File: src/mlfq_pkg.sv
`timescale 1ns / 1ps
`default_nettype none
// ----------------------------------------------------------------------------
// mlfq_pkg
// Shared types and constants of the multilevel feedback queue scheduler.
// ----------------------------------------------------------------------------
package mlfq_pkg;

  localparam int PRIO_W  = 8;
  localparam int LEVEL_W = 2;
  localparam int STAMP_W = 16;
  localparam int CFG_W   = 8;

  typedef enum logic [1:0] {
    MODE_INSERT   = 2'd0,
    MODE_DISPATCH = 2'd1,
    MODE_AGE      = 2'd2,
    MODE_NOP      = 2'd3
  } mode_t;

  typedef enum logic [1:0] {
    CFG_UPPER  = 2'd0,
    CFG_MIDDLE = 2'd1,
    CFG_STEP   = 2'd2,
    CFG_CAP    = 2'd3
  } cfg_index_t;

  localparam logic [LEVEL_W-1:0] LVL_NONE = 2'd0;
  localparam logic [LEVEL_W-1:0] LVL_ONE  = 2'd1;
  localparam logic [LEVEL_W-1:0] LVL_TWO  = 2'd2;
  localparam logic [LEVEL_W-1:0] LVL_THREE = 2'd3;

  localparam logic [CFG_W-1:0] UPPER_RESET  = 8'd100;
  localparam logic [CFG_W-1:0] MIDDLE_RESET = 8'd50;
  localparam logic [CFG_W-1:0] STEP_RESET   = 8'd10;
  localparam logic [CFG_W-1:0] CAP_RESET    = 8'd149;

  typedef struct packed {
    logic [CFG_W-1:0] upper;
    logic [CFG_W-1:0] middle;
    logic [CFG_W-1:0] step;
    logic [CFG_W-1:0] cap;
  } cfg_t;

endpackage
`default_nettype wire

File: src/mlfq_mem.sv
`timescale 1ns / 1ps
`default_nettype none
// ----------------------------------------------------------------------------
// mlfq_mem
// Slot memory: one write port, one read port, registered read data.
// ----------------------------------------------------------------------------
module mlfq_mem #(
  parameter int DEPTH = 16,
  parameter int WIDTH = 34
) (
  input  wire logic                     clk,
  input  wire logic                     we,
  input  wire logic [$clog2(DEPTH)-1:0] waddr,
  input  wire logic [WIDTH-1:0]         wdata,
  input  wire logic [$clog2(DEPTH)-1:0] raddr,
  output logic      [WIDTH-1:0]         rdata
);

  logic [WIDTH-1:0] mem [DEPTH];

  always_ff @(posedge clk) begin
    if (we) begin
      mem[waddr] <= wdata;
    end
    rdata <= mem[raddr];
  end

endmodule
`default_nettype wire

File: src/mlfq_ctrl.sv
`timescale 1ns / 1ps
`default_nettype none
// ----------------------------------------------------------------------------
// mlfq_ctrl
// Scan sequencer: walks the slot memory once per pass, tracks the best
// candidate per level, and updates valid bits, stamps and entries.
// ----------------------------------------------------------------------------
module mlfq_ctrl #(
  parameter int SLOTS   = 16,
  parameter int ID_BITS = 8
) (
  input  wire logic                         clk,
  input  wire logic                         rst,
  input  wire mlfq_pkg::cfg_t               cfg,
  input  wire logic                         in_valid,
  output logic                              in_ready,
  input  wire logic [1:0]                   in_mode,
  input  wire logic [ID_BITS-1:0]           in_id,
  input  wire logic [7:0]                   in_prio,
  output logic                              out_valid,
  input  wire logic                         out_ready,
  output logic                              found,
  output logic [ID_BITS-1:0]                chosen_id,
  output logic [7:0]                        chosen_priority,
  output logic [1:0]                        chosen_level,
  output logic                              dropped,
  output logic [$clog2(SLOTS+1)-1:0]        occupancy
);
  import mlfq_pkg::*;

  localparam int AW = $clog2(SLOTS);
  localparam int CW = $clog2(SLOTS+1);
  localparam int MW = ID_BITS + PRIO_W + LEVEL_W + STAMP_W;

  typedef enum logic [1:0] {S_IDLE, S_SCAN, S_POST, S_OUT} state_t;
  typedef enum logic [2:0] {P_INS, P_DISP, P_AGE, P_MIG3, P_MIG2, P_NOP} pass_t;

  typedef struct packed {
    logic               vld;
    logic [AW-1:0]      idx;
    logic [ID_BITS-1:0] id;
    logic [PRIO_W-1:0]  prio;
    logic [STAMP_W-1:0] age;
  } best_t;

  state_t             state;
  pass_t              pass;
  logic [CW-1:0]      cnt;
  logic               rd_vld;
  logic [AW-1:0]      rd_idx;
  logic [SLOTS-1:0]   valid;
  logic [STAMP_W-1:0] next_stamp;
  logic [CW-1:0]      occ;
  logic [ID_BITS-1:0] item_id;
  logic [PRIO_W-1:0]  item_prio;
  best_t              best [4];
  logic               free_vld;
  logic [AW-1:0]      free_idx;
  logic               res_found;
  logic [ID_BITS-1:0] res_id;
  logic [PRIO_W-1:0]  res_prio;
  logic [LEVEL_W-1:0] res_lvl;
  logic               res_drop;

  logic               mem_we;
  logic [AW-1:0]      mem_waddr;
  logic [MW-1:0]      mem_wdata;
  logic [MW-1:0]      mem_rdata;

  logic [ID_BITS-1:0] r_id;
  logic [PRIO_W-1:0]  r_prio;
  logic [LEVEL_W-1:0] r_lvl;
  logic [STAMP_W-1:0] r_stamp;
  logic [STAMP_W-1:0] r_age;
  logic               r_v;
  logic [PRIO_W:0]    r_sum;
  logic [PRIO_W-1:0]  r_aged;
  logic [3:0]         take;
  logic [LEVEL_W-1:0] mig_from;
  logic [LEVEL_W-1:0] mig_to;
  logic [PRIO_W-1:0]  mig_thr;
  logic [LEVEL_W-1:0] ins_lvl;
  logic [LEVEL_W-1:0] pick_lvl;
  logic               scan_done;

  mlfq_mem #(.DEPTH(SLOTS), .WIDTH(MW)) u_mem (
    .clk   (clk),
    .we    (mem_we),
    .waddr (mem_waddr),
    .wdata (mem_wdata),
    .raddr (cnt[AW-1:0]),
    .rdata (mem_rdata)
  );

  always_comb begin
    r_id     = mem_rdata[ID_BITS-1:0];
    r_prio   = mem_rdata[ID_BITS +: PRIO_W];
    r_lvl    = mem_rdata[ID_BITS+PRIO_W +: LEVEL_W];
    r_stamp  = mem_rdata[ID_BITS+PRIO_W+LEVEL_W +: STAMP_W];
    r_age    = next_stamp - r_stamp;
    r_v      = valid[rd_idx];
    r_sum    = {1'b0, r_prio} + {1'b0, cfg.step};
    r_aged   = (r_sum <= {1'b0, cfg.cap}) ? r_sum[PRIO_W-1:0] : cfg.cap;
    mig_from = (pass == P_MIG3) ? LVL_THREE : LVL_TWO;
    mig_to   = (pass == P_MIG3) ? LVL_TWO : LVL_ONE;
    mig_thr  = (pass == P_MIG3) ? cfg.middle : cfg.upper;
    scan_done = (cnt == CW'(SLOTS)) && !rd_vld;

    take = '0;
    take[0] = r_v && (r_lvl == mig_from) && (r_prio >= mig_thr) &&
              (!best[0].vld || (r_age > best[0].age));
    for (int l = 1; l < 3; l++) begin
      if (r_v && (r_lvl == LEVEL_W'(l))) begin
        if (!best[l].vld) begin
          take[l] = 1'b1;
        end else if (r_prio != best[l].prio) begin
          take[l] = r_prio > best[l].prio;
        end else begin
          take[l] = r_age > best[l].age;
        end
      end
    end
    take[3] = r_v && (r_lvl == LVL_THREE) && (!best[3].vld || (r_age > best[3].age));

    priority if (item_prio >= cfg.upper) ins_lvl = LVL_ONE;
    else if (item_prio >= cfg.middle)     ins_lvl = LVL_TWO;
    else                                  ins_lvl = LVL_THREE;

    priority if (best[1].vld) pick_lvl = LVL_ONE;
    else if (best[2].vld)     pick_lvl = LVL_TWO;
    else if (best[3].vld)     pick_lvl = LVL_THREE;
    else                      pick_lvl = LVL_NONE;

    mem_we    = 1'b0;
    mem_waddr = rd_idx;
    mem_wdata = {r_stamp, r_lvl, r_aged, r_id};
    if (state == S_SCAN && pass == P_AGE && rd_vld && r_v) begin
      mem_we = 1'b1;
    end else if (state == S_POST && pass == P_INS && free_vld) begin
      mem_we    = 1'b1;
      mem_waddr = free_idx;
      mem_wdata = {next_stamp, ins_lvl, item_prio, item_id};
    end else if (state == S_POST && (pass == P_MIG3 || pass == P_MIG2) && best[0].vld) begin
      mem_we    = 1'b1;
      mem_waddr = best[0].idx;
      mem_wdata = {next_stamp, mig_to, best[0].prio, best[0].id};
    end
  end

  assign in_ready = (state == S_IDLE);

  always_ff @(posedge clk) begin
    if (rst) begin
      state      <= S_IDLE;
      pass       <= P_NOP;
      cnt        <= '0;
      rd_vld     <= 1'b0;
      valid      <= '0;
      next_stamp <= '0;
      occ        <= '0;
      out_valid  <= 1'b0;
      free_vld   <= 1'b0;
      for (int l = 0; l < 4; l++) best[l].vld <= 1'b0;
    end else begin
      if (out_valid && out_ready && state != S_OUT) out_valid <= 1'b0;
      unique case (state)
        S_IDLE: begin
          if (in_valid) begin
            item_id   <= in_id;
            item_prio <= in_prio;
            res_found <= 1'b0;
            res_id    <= '0;
            res_prio  <= '0;
            res_lvl   <= LVL_NONE;
            res_drop  <= 1'b0;
            cnt       <= '0;
            rd_vld    <= 1'b0;
            free_vld  <= 1'b0;
            for (int l = 0; l < 4; l++) best[l].vld <= 1'b0;
            unique case (mode_t'(in_mode))
              MODE_INSERT:   begin pass <= P_INS;  state <= S_SCAN; end
              MODE_DISPATCH: begin pass <= P_DISP; state <= S_SCAN; end
              MODE_AGE:      begin pass <= P_AGE;  state <= S_SCAN; end
              MODE_NOP:      begin pass <= P_NOP;  state <= S_POST; end
            endcase
          end
        end
        S_SCAN: begin
          if (cnt != CW'(SLOTS)) cnt <= cnt + 1'b1;
          rd_vld <= (cnt != CW'(SLOTS));
          rd_idx <= cnt[AW-1:0];
          if (rd_vld) begin
            if (pass == P_INS && !r_v && !free_vld) begin
              free_vld <= 1'b1;
              free_idx <= rd_idx;
            end
            for (int l = 0; l < 4; l++) begin
              if (take[l] && (l == 0 ? (pass == P_MIG3 || pass == P_MIG2)
                                     : (pass == P_DISP))) begin
                best[l] <= '{vld: 1'b1, idx: rd_idx, id: r_id, prio: r_prio, age: r_age};
              end
            end
          end
          if (scan_done) state <= S_POST;
        end
        S_POST: begin
          cnt    <= '0;
          rd_vld <= 1'b0;
          for (int l = 0; l < 4; l++) best[l].vld <= 1'b0;
          state  <= S_OUT;
          unique case (pass)
            P_INS: begin
              if (free_vld) begin
                valid[free_idx] <= 1'b1;
                occ        <= occ + 1'b1;
                next_stamp <= next_stamp + 1'b1;
              end else begin
                res_drop <= 1'b1;
              end
            end
            P_DISP: begin
              if (pick_lvl != LVL_NONE) begin
                valid[best[pick_lvl].idx] <= 1'b0;
                occ       <= occ - 1'b1;
                res_found <= 1'b1;
                res_id    <= best[pick_lvl].id;
                res_prio  <= best[pick_lvl].prio;
                res_lvl   <= pick_lvl;
              end
            end
            P_AGE: begin
              pass  <= P_MIG3;
              state <= S_SCAN;
            end
            P_MIG3, P_MIG2: begin
              if (best[0].vld) begin
                next_stamp <= next_stamp + 1'b1;
                state      <= S_SCAN;
              end else if (pass == P_MIG3) begin
                pass  <= P_MIG2;
                state <= S_SCAN;
              end
            end
            default: ;
          endcase
        end
        S_OUT: begin
          if (!out_valid || out_ready) begin
            out_valid       <= 1'b1;
            found           <= res_found;
            chosen_id       <= res_id;
            chosen_priority <= res_prio;
            chosen_level    <= res_lvl;
            dropped         <= res_drop;
            occupancy       <= occ;
            state           <= S_IDLE;
          end
        end
      endcase
    end
  end

endmodule
`default_nettype wire

File: src/multilevel_feedback_queue_scheduler.sv
`timescale 1ns / 1ps
`default_nettype none
// ----------------------------------------------------------------------------
// multilevel_feedback_queue_scheduler
// Three-level ready queue of tasks with priority dispatch and aging.
// Insert and dispatch: one scan of the slot memory; a new transfer is taken
//   only after the result has been loaded into the output register.
// Aging tick: one update scan plus one scan per migrated task and one per
//   level pass; an idle code runs no scan.
// The slot memory has a single read port.
// Reset clears valid bits, stamp counter and output; config returns to
//   defaults. No clearing pass.
// ----------------------------------------------------------------------------
module multilevel_feedback_queue_scheduler #(
  parameter int SLOTS   = 16,
  parameter int ID_BITS = 8,
  localparam int OW     = $clog2(SLOTS+1),
  localparam int IN_W   = ((10 + ID_BITS + 7) / 8) * 8,
  localparam int OUT_W  = ((12 + ID_BITS + OW + 7) / 8) * 8
) (
  input  wire logic             clk,
  input  wire logic             rst,
  input  wire logic             cfg_we,
  input  wire logic [1:0]       cfg_addr,
  input  wire logic [7:0]       cfg_wdata,
  input  wire logic             s_tvalid,
  output logic                  s_tready,
  // mode, task_id, task_priority
  input  wire logic [IN_W-1:0]  s_tdata,
  output logic                  m_tvalid,
  input  wire logic             m_tready,
  // found, chosen_id, chosen_priority, chosen_level, dropped, occupancy
  output logic [OUT_W-1:0]      m_tdata
);
  import mlfq_pkg::*;

  cfg_t               cfg;
  logic               found;
  logic [ID_BITS-1:0] chosen_id;
  logic [7:0]         chosen_priority;
  logic [1:0]         chosen_level;
  logic               dropped;
  logic [OW-1:0]      occupancy;

  always_ff @(posedge clk) begin
    if (rst) begin
      cfg <= '{upper: UPPER_RESET, middle: MIDDLE_RESET, step: STEP_RESET, cap: CAP_RESET};
    end else if (cfg_we) begin
      unique case (cfg_index_t'(cfg_addr))
        CFG_UPPER:  cfg.upper  <= cfg_wdata;
        CFG_MIDDLE: cfg.middle <= cfg_wdata;
        CFG_STEP:   cfg.step   <= cfg_wdata;
        CFG_CAP:    cfg.cap    <= cfg_wdata;
      endcase
    end
  end

  mlfq_ctrl #(.SLOTS(SLOTS), .ID_BITS(ID_BITS)) u_ctrl (
    .clk             (clk),
    .rst             (rst),
    .cfg             (cfg),
    .in_valid        (s_tvalid),
    .in_ready        (s_tready),
    .in_mode         (s_tdata[1:0]),
    .in_id           (s_tdata[2 +: ID_BITS]),
    .in_prio         (s_tdata[2+ID_BITS +: 8]),
    .out_valid       (m_tvalid),
    .out_ready       (m_tready),
    .found           (found),
    .chosen_id       (chosen_id),
    .chosen_priority (chosen_priority),
    .chosen_level    (chosen_level),
    .dropped         (dropped),
    .occupancy       (occupancy)
  );

  assign m_tdata = OUT_W'({occupancy, dropped, chosen_level, chosen_priority,
                           chosen_id, found});

endmodule
`default_nettype wire

File: config.mk
export PLATFORM = sky130hd
export DESIGN_NAME = multilevel_feedback_queue_scheduler
export DESIGN_NICKNAME = d
export VERILOG_FILES = /design/src/mlfq_pkg.sv /design/src/mlfq_mem.sv /design/src/mlfq_ctrl.sv /design/src/multilevel_feedback_queue_scheduler.sv
export SDC_FILE = /design/constraint.sdc
export NUM_CORES = 1
export LEC_CHECK = 0
export BUFFER_PORTS_ARGS = -buffer_cell sky130_fd_sc_hd__buf_2
export CAP_MARGIN = 10
export CORE_ASPECT_RATIO = 1.1
export CORE_MARGIN = 2
export CORE_UTILIZATION = 45
export CTS_CLUSTER_SIZE = 20
export DETAILED_ROUTE_END_ITERATION = 6
export PLACE_DENSITY = 0.75
export SKIP_LAST_GASP = 1
export SYNTH_ARGS = -nofsm -noshare
export SYNTH_HDL_FRONTEND = slang
export SYNTH_HIERARCHICAL = 1
export SYNTH_SLANG_ARGS = --single-unit
File: constraint.sdc
create_clock -name clk -period 4.81 [get_ports clk]
set_input_delay 0.481 -clock clk [delete_from_list [all_inputs] [get_ports clk]]
set_output_delay 0.481 -clock clk [all_outputs]
set_load 0.02 [all_outputs]
==> reports/metrics.csv <==
metric;value;unit
Die Y;307;um
vias per cell;5.85;
FILL cells;6362;
normalized max-slew margin;26.7;%
status;complete, no violations;
number of synthesized register bits;877;
XOR/XNOR Fraction of Synth Area;0.842;%
share of layout cells above drive strength 1;18.0;%
Max IR drop VDD;0.000258;V
M3 GR Usage;2.78;%
CP Capture Type;register;
pre-CTS setup slack;-205;ps
Pleak;15.1;nW
Post-synth EDFFs;758;
Die W;279;um
Buf/Inv on CP;5;
Final Critical Period;4610;ps
Placeable Area;0.0822;mm2
GR Overflow Total;0;
Worst path most repeated cell;inv_1;
Yosys warning total;6;
Hold Crit Class;in2reg;
Worst Slack Setup Final;197;ps
Top FF cell, synth;edfxtp_1;
initial core utilization;45.6;%
drt wl/cell;23.6;um
register area share after synthesis;67.1;%
proportion of synthesized area in mux cells;10.0;%
Power, Total;16.7;mW
I/O Buffers;59;
adder-cell area share of the yosys netlist;4.87;%
Placed Area;0.0396;mm2
startpoint types;register;
CP arrival;4980;ps
critical path class;reg2reg;
Crit-path slowest cell;fa_1;
DRT Wirelength;88900;um
root buffer cell;clkbuf_16;
Unique masters post-synth;68;
pwr/cell area;390;mW/mm2
maximum clock frequency;217;MHz
clock latency on the worst-skew pair;670;ps
CP Max Fanout;22;
Least-Margin Pin Slew;1100;ps
Mapped Avg Cell Area;15.1;um2
Antenna Nets Post-Route;0;
gr usage total;20.7;%
final hold violation count;0;
1st-pass router iterations;6;
Post-Route Skew;44.5;ps
area growth from synthesis to layout;14.3;%
largest net degree at the start of global routing;106;
RSZ-0062 raised after global routing;true;
Final Max Tran Viols;0;
CTS Buf Count;84;
# DRC;0;
fin nets;2822;
largest area contributor in the netlist;edfxtp_1;
htree depth;3;
Synth Area in Simple Gates;6.75;%
complex-gate fraction of the synthesized area;7.36;%
Vias;22100;
max-cap violations;0;
Final TNS setup;0;ps
CP max stage delay;400;ps
main area contributors after synthesis;edfxtp_1, mux4_2, dfxtp_1;
Detailed Route Iter0 Violations;2549;
clock sink total;877;
WP data required;5180;ps
Die ar.;0.0855;mm2
final instance area;0.0428;mm2
count leader, synth;edfxtp_1;
vias in the first global route;22600;
Max clock buf depth;3;
area share of the largest cell type after synthesis;60.8;%
gr busiest metal;met2;
CTS clock-pin slew for the worst setup and hold paths;60;ps
met1 usage;25.4;%
Post-Syn Area;0.0374;mm2
I/O Pins;73;
critical path, cell by cell;inv_1 -> ha_1 -> inv_1 -> fa_1 -> a21o_1 -> a21oi_1 -> o21ai_0 -> nand3_1 -> a2111oi_0 -> a211oi_1 -> buf_4 -> inv_1 -> ha_1 -> a21o_1 -> a211oi_1 -> nand2_1 -> o211ai_1 -> a311o_1 -> buf_8 -> a21boi_0;
share of async-settable or async-resettable flops after synthesis;0;%
post-synthesis cell count;2475;
M2 GR Usage;37.2;%
initial antenna violation count;1;
Placer Congestion;0.886;
fin util;52.1;%
CTS tree;done;
Post-DP HPWL;55000;um
most frequent cells after synthesis;edfxtp_1, nor2_1, inv_1;
Final Setup Violations;0;
Tcrit/Tclk final;95.9;%
row count;110;
first-pass GRT wire length;135000;um
kind of cell adding the most delay to the critical path;compound AO/OA/AOI/OAI gates;
main combinational cell family by area after synthesis;multiplexers;
where the power goes:
group / total (mW) / internal [mW] / switching, mW / leakage, nW
clock: 6.86 / 4.00 / 2.86 / 1.40
sequential: 8.55 / 8.46 / 0.0959 / 7.86
combinational: 1.29 / 0.517 / 0.775 / 5.80
cell type report:
| cell class | count | area [um2] | area share [%] |
|---|---|---|---|
| Antenna cell | 1 | 2.50 | 0.00584 |
| Inverter | 153 | 574 | 1.34 |
| Multi-Input combinational cell | 1344 | 11500 | 26.8 |
| Timing Repair Buffer | 179 | 1390 | 3.24 |
| Tap cell | 1064 | 1330 | 3.11 |
| Sequential cell | 877 | 25200 | 58.7 |
| Clock buffer | 104 | 2250 | 5.25 |
| Clock inverter | 50 | 638 | 1.49 |
per-layer routing:
layer | part of all wire [%] | wire, um | vias up
met3 | 7.0 | 6220 | 157
met5 | 0 | 0 | -
met4 | 3.0 | 2670 | 0
li1 | - | - | 9809
met1 | 38 | 33400 | 11200
met2 | 52 | 46600 | 959
sequential cells by signal, summed over array words and instances (netlist names), 2 cells and up:
name and flops:
u_ctrl/occ 5, u_ctrl/res_id 8, u_ctrl/state 2, u_ctrl/u_mem/mem 544
u_ctrl/occupancy 5, u_ctrl/chosen_level 2, u_ctrl/res_lvl 2, u_ctrl/u_mem/rdata 34
u_ctrl/valid 16, cfg 32, u_ctrl/best 148, u_ctrl/chosen_priority 8
u_ctrl/next_stamp 16, u_ctrl/free_idx 4, u_ctrl/rd_idx 4, u_ctrl/cnt 5
u_ctrl/item_prio 8, u_ctrl/pass 3, u_ctrl/chosen_id 8, u_ctrl/res_prio 8
u_ctrl/item_id 8
cells in the final DEF, fill, tap and decap left out, types with 20 or more instances in the layout:
master and count:
edfxtp_1 758, nor2_1 161, inv_1 153, mux4_2 141, ha_1 141, nand2_1 138, a21oi_1 118, dfxtp_1 117
buf_4 91, clkbuf_16 85, a22oi_1 70, o21ai_0 61, buf_2 58, mux2i_1 49, nand2b_1 42, nor2b_1 42
a21o_1 35, a211oi_1 35, nor3_1 26, nand3_1 25, nand4_1 20
through the flow:
| stage | hold WS [ps] | std cells |
|---|---|---|
| 4_1_cts | 86.8 | 3763 |
| 6_report | 120 | 3772 |
| 5_1_grt | 139 | 3772 |
| 3_3_place_gp | 400 | 3592 |
| 3_5_place_dp | 405 | 3592 |
| 2_1_floorplan | 400 | 2481 |
worst register-to-register path: stages (launching register included):
cell and delay, ps:
dfxtp_1 330, inv_1 120, ha_1 190, inv_1 60
fa_1 400, a21o_1 180, a21oi_1 200, o21ai_0 140
nand3_1 160, a2111oi_0 120, a211oi_1 240, buf_4 180
inv_1 100, ha_1 300, a21o_1 180, a211oi_1 300
nand2_1 140, o211ai_1 280, a311o_1 340, buf_8 230
a21boi_0 160
kinds of logic (layout without fill, tap and decap cells):
| kind of cell | after synthesis | after routing |
|---|---|---|
| AO/OA/AOI/OAI | 424 | 424 |
| XOR/XNOR | 36 | 36 |
| adder cells (fa/ha/maj) | 144 | 144 |
| buffers and inverters | 263 | 486 |
| flip-flops | 877 | 877 |
| multiplexers | 198 | 198 |
| other | 1 | 8 |
| AND/OR/NAND/NOR | 532 | 535 |
path summary, 6_finish.rpt:
path	from	to	slack, ps	cells after the start
max reg2reg	u_ctrl/next_stamp[0]	u_ctrl/best[1][31]	200	20
max	u_ctrl/next_stamp[0]	u_ctrl/best[1][31]	200	20
min reg2reg	u_ctrl/res_id[6]	u_ctrl/chosen_id[6]	410	0
min	cfg_wdata[3]	cfg[11]	120	3
timing repair:
item	CTS	global route
setup buffers	0	4
resized for setup	1	14
cloned	1	2
setup endpoints to repair	85	232
endpoints found under the hold margin	16	0
pin swaps	1	5
hold buffers	16	0
Power figures use the tool's default switching activity.
